[src/design/btm_pkg.sv]
// ----------------------------------------------------------------------------
// btm_pkg: shared definitions for the bracket tape machine
// Sizes, status codes, command codes, program characters and the
// command and status bundles between controller and datapath.
// ----------------------------------------------------------------------------
package btm_pkg;

  localparam int TAPE_CELLS = 1024;
  localparam int PROG_DEPTH = 4096;
  localparam int CELL_WIDTH = 16;

  localparam int IP_W = $clog2(PROG_DEPTH + 1);
  localparam int PA_W = $clog2(PROG_DEPTH);
  localparam int DP_W = $clog2(TAPE_CELLS);

  typedef logic [2:0] status_t;

  localparam status_t ST_OK        = 3'd0;
  localparam status_t ST_HALT      = 3'd1;
  localparam status_t ST_MISMATCH  = 3'd2;
  localparam status_t ST_UNDERFLOW = 3'd3;
  localparam status_t ST_TAPE_FULL = 3'd4;
  localparam status_t ST_PROG_FULL = 3'd5;

  localparam logic CMD_LOAD = 1'b0;
  localparam logic CMD_STEP = 1'b1;

  localparam logic [7:0] CH_RIGHT = 8'h3E;
  localparam logic [7:0] CH_LEFT  = 8'h3C;
  localparam logic [7:0] CH_INC   = 8'h2B;
  localparam logic [7:0] CH_DEC   = 8'h2D;
  localparam logic [7:0] CH_OUT   = 8'h2E;
  localparam logic [7:0] CH_IN    = 8'h2C;
  localparam logic [7:0] CH_OPEN  = 8'd91;
  localparam logic [7:0] CH_CLOSE = 8'd93;

  typedef struct packed {
    logic clr_step;
    logic accept;
    logic fetch;
    logic exec;
    logic peek1;
    logic peek2;
    logic scan_addr;
    logic scan_data;
    logic out_load;
  } ctrl_cmd_t;

  typedef struct packed {
    logic clr_last;
    logic step_go;
    logic ex_peek;
    logic ex_scan;
    logic pk_scan;
    logic scan_oob;
    logic scan_found;
    logic out_busy;
  } dp_stat_t;

endpackage

[src/design/btm_ctrl.sv]
// ----------------------------------------------------------------------------
// btm_ctrl: sequencer of the tape machine
// Runs the tape clearing pass, then walks each runnable step through fetch,
// execute, bracket peek and scan steps, and hands every result out.
// ----------------------------------------------------------------------------
module btm_ctrl (
  input  logic                 clk_i,
  input  logic                 rst_ni,
  input  logic                 in_valid_i,
  output logic                 in_ready_o,
  input  btm_pkg::dp_stat_t    stat_i,
  output btm_pkg::ctrl_cmd_t   cmd_o
);
  import btm_pkg::*;

  typedef enum logic [8:0] {
    S_CLEAR  = 9'b000000001,
    S_IDLE   = 9'b000000010,
    S_FETCH  = 9'b000000100,
    S_EXEC   = 9'b000001000,
    S_PEEK1  = 9'b000010000,
    S_PEEK2  = 9'b000100000,
    S_SCAN_A = 9'b001000000,
    S_SCAN_D = 9'b010000000,
    S_DONE   = 9'b100000000
  } state_e;

  state_e state_q, state_d;

  assign in_ready_o = (state_q == S_IDLE);

  always_comb begin
    state_d = state_q;
    cmd_o   = '0;
    case (state_q)
      S_CLEAR: begin
        cmd_o.clr_step = 1'b1;
        if (stat_i.clr_last) begin
          state_d = S_IDLE;
        end
      end
      S_IDLE: begin
        if (in_valid_i) begin
          cmd_o.accept = 1'b1;
          state_d = stat_i.step_go ? S_FETCH : S_DONE;
        end
      end
      S_FETCH: begin
        cmd_o.fetch = 1'b1;
        state_d = S_EXEC;
      end
      S_EXEC: begin
        cmd_o.exec = 1'b1;
        if (stat_i.ex_peek) begin
          state_d = S_PEEK1;
        end else if (stat_i.ex_scan) begin
          state_d = S_SCAN_A;
        end else begin
          state_d = S_DONE;
        end
      end
      S_PEEK1: begin
        cmd_o.peek1 = 1'b1;
        state_d = S_PEEK2;
      end
      S_PEEK2: begin
        cmd_o.peek2 = 1'b1;
        state_d = stat_i.pk_scan ? S_SCAN_A : S_DONE;
      end
      S_SCAN_A: begin
        cmd_o.scan_addr = 1'b1;
        state_d = stat_i.scan_oob ? S_DONE : S_SCAN_D;
      end
      S_SCAN_D: begin
        cmd_o.scan_data = 1'b1;
        state_d = stat_i.scan_found ? S_DONE : S_SCAN_A;
      end
      S_DONE: begin
        if (!stat_i.out_busy) begin
          cmd_o.out_load = 1'b1;
          state_d = S_IDLE;
        end
      end
      default: begin
        state_d = S_IDLE;
      end
    endcase
  end

  always_ff @(posedge clk_i or negedge rst_ni) begin
    if (!rst_ni) begin
      state_q <= S_CLEAR;
    end else begin
      state_q <= state_d;
    end
  end

endmodule

[config.mk]
export PLATFORM = sky130hd
export DESIGN_NAME = btm_ctrl
export DESIGN_NICKNAME = d
export VERILOG_FILES = /design/src/design/btm_pkg.sv /design/src/design/btm_ctrl.sv
export SDC_FILE = /design/constraint.sdc
export NUM_CORES = 1
export LEC_CHECK = 0
export ABC_AREA = 1
export BUFFER_PORTS_ARGS = -buffer_cell sky130_fd_sc_hd__buf_2
export CORE_MARGIN = 3
export CORE_UTILIZATION = 49
export CTS_CLUSTER_DIAMETER = 100
export DETAILED_ROUTE_END_ITERATION = 8
export PLACE_DENSITY = 0.84
export SLEW_MARGIN = 20
export SYNTH_ARGS = -nofsm -noshare
export SYNTH_HDL_FRONTEND = slang
export SYNTH_SLANG_ARGS = --single-unit
[constraint.sdc]
create_clock -name clk_i -period 1.93 [get_ports clk_i]
set_clock_uncertainty 0.2 [all_clocks]
set_input_delay 0.386 -clock clk_i [delete_from_list [all_inputs] [get_ports clk_i]]
set_output_delay 0.386 -clock clk_i [all_outputs]
set_load 0.01 [all_outputs]
==> results.txt, run 1 <==
status: complete, but fails checks
failing checks: setup timing
core area: 0.00122 sq mm
top flop regs: state_q x9
CTS H-tree depth: 1
max-slew violations: 0
r2r endpoint: state_q[8]$_DFFE_PN0P_
Critical Path Sink: cmd_o[8]
# clock sinks: 9
worst skew pair latency: 260 ps
TritonCTS clock tree: done
Fin. Hold Viols: 0
Slew @ Worst Pin: 321 ps
FF-to-FF setup slack: 250 ps
final wirelength: 1750 um
Post-Syn Nets: 108
area delta synth->final: 42.0%
max_cap viols: 0
Min-Delay Path Class: input port to flip-flop
P_leak: 0.000590 uW
share of layout cells above drive strength 1: 52.3%
Post-synth EDFFs: 0
met2 wire len: 879 um
wire per inst: 12.0 um
critical path's most frequent cell: nor2_4
TritonCTS Buffers: 3
Min-Delay Path Depth: 2
Peak VDD IR: 1160 uV
CP startpoint kind: flip-flop
area share of the largest cell type after synthesis: 29.0%
Biggest register: state_q
Detail Placement HPWL: 1230 um
fill count: 73
pre-CTS WS: 228 ps
Initial Util: 56.8%
initial antenna violation count: 0
fin cells: 146
GRT Total Usage: 19.0%
clk root buf: clkbuf_4
max FFs per register: 9
IO Pins: 21
Synth warnings: 0
Rel. slew slack: 78.5%
post-route ant nets: 0
mean post-synth cell area: 7.12 sq um
Vias: 712
dominant cell type by area after synthesis: dfrtp_1
Initial DRT Pass Iterations: 4
CP Max Fanout: 4
final setup margin: -81.3 ps
Reg clk slew, reported paths: 60 ps
Slowest-stage cell, CP: dfrtp_2
port bufs: 20
Util after Layout: 80.7%
ys async rst share: 100%
Synth Flop Type: dfrtp_1
final clock period utilization by the worst path: 104%
largest net degree at the start of global routing: 10
ant diodes: 0
Iteration-0 DRC Markers: 14
RePlAce Congestion: 0.778
Post-Route M1 WL: 752 um
Die Wd: 43.5 um
post-synthesis cell count: 97
kind of critical path: flip-flop to output port
gr ovfl total: 0
WP data required: 1340 ps
CP endpoint kind: output port
Die Ht: 43.5 um
crit path launch: state_q[4]$_DFFE_PN0P_
count leader, synth: inv_1
die area: 0.00190 sq mm
Synth Register Bits: 9
dominant cells by area after synthesis: dfrtp_1 29%, inv_1 11%, nor2_4 9.8%
RSZ-0062 raised after global routing: true
met3 WL post-DR: 63 um
Yosys cell types: 18
dpl cells: 131
Vias/cell: 4.88
register area share after synthesis: 32.8%
FMAX: 497 MHz
Synth top cells by count: 21 x inv_1, 14 x nor2_1, 13 x nand2_1
PwrDens: 1270 mW/mm^2
Final Setup Violations: 4
Final min period: 2010 ps
R2R cell count: 10
fin nets: 144
CTS Buffer Depth: 2
Post-Syn Area: 691 sq um
vias in the first global route: 589
critical-path cell list: nor2_4 > nand2_4 > nor2_4 > and3_2 > buf_2
Reg2Reg Launch Point: state_q[0]$_DFFE_PN1P_
worst hold slack: 85.0 ps
first-pass GRT wire length: 2660 um
data arrival time of the critical path: 1430 ps
FP Rows: 12
top sig layer: met4
peak per-stage delay on the critical path: 440 ps
DRC viols: 0
## stage by stage
stage                     power [uW]  TNS [ps]  instance area, sq um
after global routing            1360      -678                   981
after global placement           911         0                   808
final                           1250      -171                   981
after CTS                       1120     -81.2                   873
after floorplan                  784         0                   691
after detailed placement         931         0                   808
## placed cells by master, fill, tap and decap left out
master / netlist / routed
o21ai_1: 3 / 3
o221ai_1: 1 / 1
nand4_1: 2 / 2
nor2_1: 14 / 12
nor3_1: 2 / 2
buf_6: 0 / 2
inv_1: 21 / 19
nand2_4: 2 / 4
nand2_2: 6 / 7
clkbuf_1: 0 / 1
and3_2: 1 / 1
dfrtp_2: 0 / 3
clkbuf_4: 0 / 3
nor4_1: 4 / 2
nand3_2: 2 / 2
inv_2: 2 / 4
nand3_1: 5 / 5
dfstp_2: 1 / 1
nand2_1: 13 / 10
buf_4: 0 / 10
dlygate4sd3_1: 0 / 1
nor2_4: 6 / 8
buf_2: 0 / 18
nor2_2: 4 / 4
nor4_2: 0 / 2
dfrtp_1: 8 / 5
## critical path: cells and delay by family, from the launching register on
family                 cells  cell delay [ps]
buffers and inverters      1              120
and+or+nand+nor            4              600
DFF                        1              440
## logic make-up after synthesis
logic type             count (synthesis)  synth area share (%)
buffers and inverters                 23                  12.5
AO/OA/AOI/OAI                          4                  3.44
AND/OR/NAND/NOR                       61                  51.3
flip-flops                             9                  32.8
## how the worst min path moves through the flow
stage | startpoint | endpoint | slack [ps]
floorplan | rst_ni | state_q[1]$_DFFE_PN0P_ | -110
global placement | rst_ni | state_q[1]$_DFFE_PN0P_ | 40
detailed placement | rst_ni | state_q[1]$_DFFE_PN0P_ | 40
CTS | stat_i[2] | state_q[7]$_DFFE_PN0P_ | 80
global route | stat_i[2] | state_q[7]$_DFFE_PN0P_ | 80
finish | stat_i[2] | state_q[7]$_DFFE_PN0P_ | 80
## repair_timing
action	CTS	global route
endpoints found under the hold margin	9	0
hold buffers	1	0
setup endpoints to repair	6	10
buffers inserted	3	7
pin swaps	1	4
cloned	0	0
gates resized for setup	3	15
## report_power, final
part | internal, uW | switching (uW)
Clock | 79.7 | 66.5
Sequential | 231 | 39.2
Combinational | 314 | 515
Total | 625 | 621
## final cells by class
type                            count  area (sq um)  share of cell area, %
Timing Repair Buffer               31           198                   20.2
Inverter                           23          86.3                   8.80
Multi-Input combinational cell     65           423                   43.1
Sequential cell                     9           230                   23.5
Tap cell                           14          17.5                   1.79
Clock buffer                        4          26.3                   2.68
## metal layers
metal	vias up	global-route usage [%]
met1	319	24.2
li1	367	-
met3	6	2.49
met4	0	12.7
met5	-	0
met2	20	29.7
(Power assumes the default switching activity.)
==> run 2, diff against run 1 <==
--- a/config.mk
+++ b/config.mk
@@ -8,10 +8,10 @@
 export ABC_AREA = 1
 export BUFFER_PORTS_ARGS = -buffer_cell sky130_fd_sc_hd__buf_2
 export CORE_MARGIN = 3
-export CORE_UTILIZATION = 49
+export CORE_UTILIZATION = 40
 export CTS_CLUSTER_DIAMETER = 100
 export DETAILED_ROUTE_END_ITERATION = 8
-export PLACE_DENSITY = 0.84
+export PLACE_DENSITY = 0.72
 export SLEW_MARGIN = 20
 export SYNTH_ARGS = -nofsm -noshare
 export SYNTH_HDL_FRONTEND = slang
==> results.txt, run 2 (synthesis results as in run 1) <==
first-pass GRT wire length: 2590 um (was 2660 um)
Biggest register: state_q (unchanged)
IO Pins: 21 (unchanged)
final clock period utilization by the worst path: 104% (about the same)
worst hold slack: 72.3 ps (was 85.0 ps)
Vias/cell: 4.95 (was 4.88)
wire per inst: 12.8 um (was 12.0 um)
vias in the first global route: 645 (was 589)
most frequent cells in the layout: 19 x inv_1, 18 x buf_2, 12 x nor2_1, 11 x nand2_1, 9 x buf_4 (was 19 x inv_1, 18 x buf_2, 12 x nor2_1, 10 x nand2_1, 10 x buf_4)
Final min period: 2010 ps (about the same)
Die Wd: 47.6 um (was 43.5 um)
most common cell after layout, fill and taps aside: inv_1 (unchanged)
max-slew violations: 0 (unchanged)
fin cells: 147 (was 146)
Fin. Hold Viols: 0 (unchanged)
met2 wire len: 970 um (was 879 um)
RSZ-0062 raised after global routing: true (unchanged)
Initial DRT Pass Iterations: 6 (was 4)
crit path launch: state_q[7]$_DFFE_PN0P_ (was state_q[4]$_DFFE_PN0P_)
CP startpoint kind: flip-flop (unchanged)
fin nets: 143 (was 144)
footprint of the multi-input gates: 414 sq um (was 423 sq um)
port bufs: 20 (unchanged)
max FFs per register: 9 (unchanged)
Peak VDD IR: 977 uV (was 1160 uV)
Detail Placement HPWL: 1220 um (was 1230 um)
PwrDens: 1330 mW/mm^2 (was 1270 mW/mm^2)
die area: 0.00226 sq mm (was 0.00190 sq mm)
top flop regs: state_q x9 (unchanged)
fill count: 141 (was 73)
GRT Total Usage: 16.4% (was 19.0%)
min-delay src: stat_i[2] (unchanged)
top sig layer: met4 (unchanged)
CTS H-tree depth: 1 (unchanged)
max_cap viols: 0 (unchanged)
failing checks: setup timing (unchanged)
FP Rows: 14 (was 12)
final setup margin: -82.6 ps (was -81.3 ps)
RePlAce Congestion: 0.783 (was 0.778)
gr ovfl total: 0 (unchanged)
area delta synth->final: 40.2% (was 42.0%)
dpl cells: 133 (was 131)
clk root buf: clkbuf_4 (unchanged)
Min-Delay Path Class: input port to flip-flop (unchanged)
Post-Route M1 WL: 819 um (was 752 um)
Slew @ Worst Pin: 251 ps (was 321 ps)
Rel. slew slack: 83.1% (was 78.5%)
data arrival time of the critical path: 1430 ps (about the same)
Iteration-0 DRC Markers: 8 (was 14)
Reg clk slew, reported paths: 70 ps (was 60 ps)
Die Ht: 47.6 um (was 43.5 um)
core area: 0.00156 sq mm (was 0.00122 sq mm)
CTS Buffer Depth: 2 (unchanged)
Initial Util: 44.3% (was 56.8%)
Final Setup Violations: 8 (was 4)
final wirelength: 1880 um (was 1750 um)
# clock sinks: 9 (unchanged)
Vias: 728 (was 712)
ant diodes: 0 (unchanged)
sequential cell area: 230 sq um (unchanged)
post-route ant nets: 0 (unchanged)
met3 WL post-DR: 58 um (was 63 um)
CP endpoint kind: output port (unchanged)
P_leak: 0.000588 uW (was 0.000590 uW)
worst skew pair latency: 290 ps (was 260 ps)
TritonCTS Buffers: 3 (unchanged)
status: complete, but fails checks (unchanged)
largest net degree at the start of global routing: 10 (unchanged)
WP data required: 1340 ps (about the same)
kind of critical path: flip-flop to output port (unchanged)
share of layout cells above drive strength 1: 52.7% (was 52.3%)
TritonCTS clock tree: done (unchanged)
initial antenna violation count: 0 (unchanged)
DRC viols: 0 (unchanged)
FMAX: 497 MHz (about the same)
CP Max Fanout: 4 (unchanged)
Reg2Reg Launch Point: state_q[7]$_DFFE_PN0P_ (was state_q[0]$_DFFE_PN1P_)
[run 2: changes by cell type in the layout (fill, tap and decap cells not counted), sizes merged]
cell,delta
clkbuf,-1
clkinv,+1
buf,-1
[run 2: report_power, final]
group	total [uW]	switching [uW]	internal [uW]
registers	278	47.2	231
logic	847	489	358
clock network	166	89.0	77.3
total	1290	625	666
[run 2: path summary, 6_finish.rpt]
check,cells after the start,end,slack [ps]
worst min-delay path,2,state_q[7]$_DFFE_PN0P_,70
min in group asynchronous,2,state_q[6]$_DFFE_PN0P_,280
max in group asynchronous,2,state_q[0]$_DFFE_PN1P_,1010
worst max register to register,10,state_q[8]$_DFFE_PN0P_,180
worst min register to register,2,state_q[5]$_DFFE_PN0P_,380
worst max-delay path,6,cmd_o[7],-80
[run 2: metrics by stage]
| stage | setup slack, ps | setup TNS (ps) | power, uW | util (%) | cell area [sq um] |
|---|---|---|---|---|---|
| 5_1_grt | -156 | -960 | 1380 | 62.1 | 968 |
| 2_1_floorplan | 338 | 0 | 784 | - | 691 |
| 3_3_place_gp | 248 | 0 | 905 | 52.0 | 811 |
| 6_report | -82.6 | -380 | 1290 | 62.1 | 968 |
| 4_1_cts | -43.2 | -101 | 1170 | 56.7 | 885 |
| 3_5_place_dp | 217 | 0 | 917 | 52.0 | 811 |
[run 2: final cells by class]
class | count | share of cell area [%]
clock buffer | 3 | 2.33
clock inverter | 1 | 0.517
inverter | 23 | 8.91
multi-input combinational | 65 | 42.8
sequential | 9 | 23.8
tap | 16 | 2.07
timing repair buffer | 30 | 19.6
[run 2: timing repair]
item,in CTS,in global routing
endpoints found under the setup margin,6,10
buffers inserted,4,5
hold buffers,1,0
pin swaps,1,6
resized for setup,3,13
hold endpoints to repair,9,0
[run 2: per-layer routing]
metal	vias to the layer above	global-route usage [%]
met1	341	19.0
met5	-	0
li1	367	-
met2	18	28.3
met4	0	9.68
met3	2	2.26
[run 2: critical path: stages (launching register included)]
cell and delay, ps:
dfrtp_1 420, nor2_4 180, nand2_4 90, nor2_4 150, nand2_2 80, nor2_2 90, buf_2 130
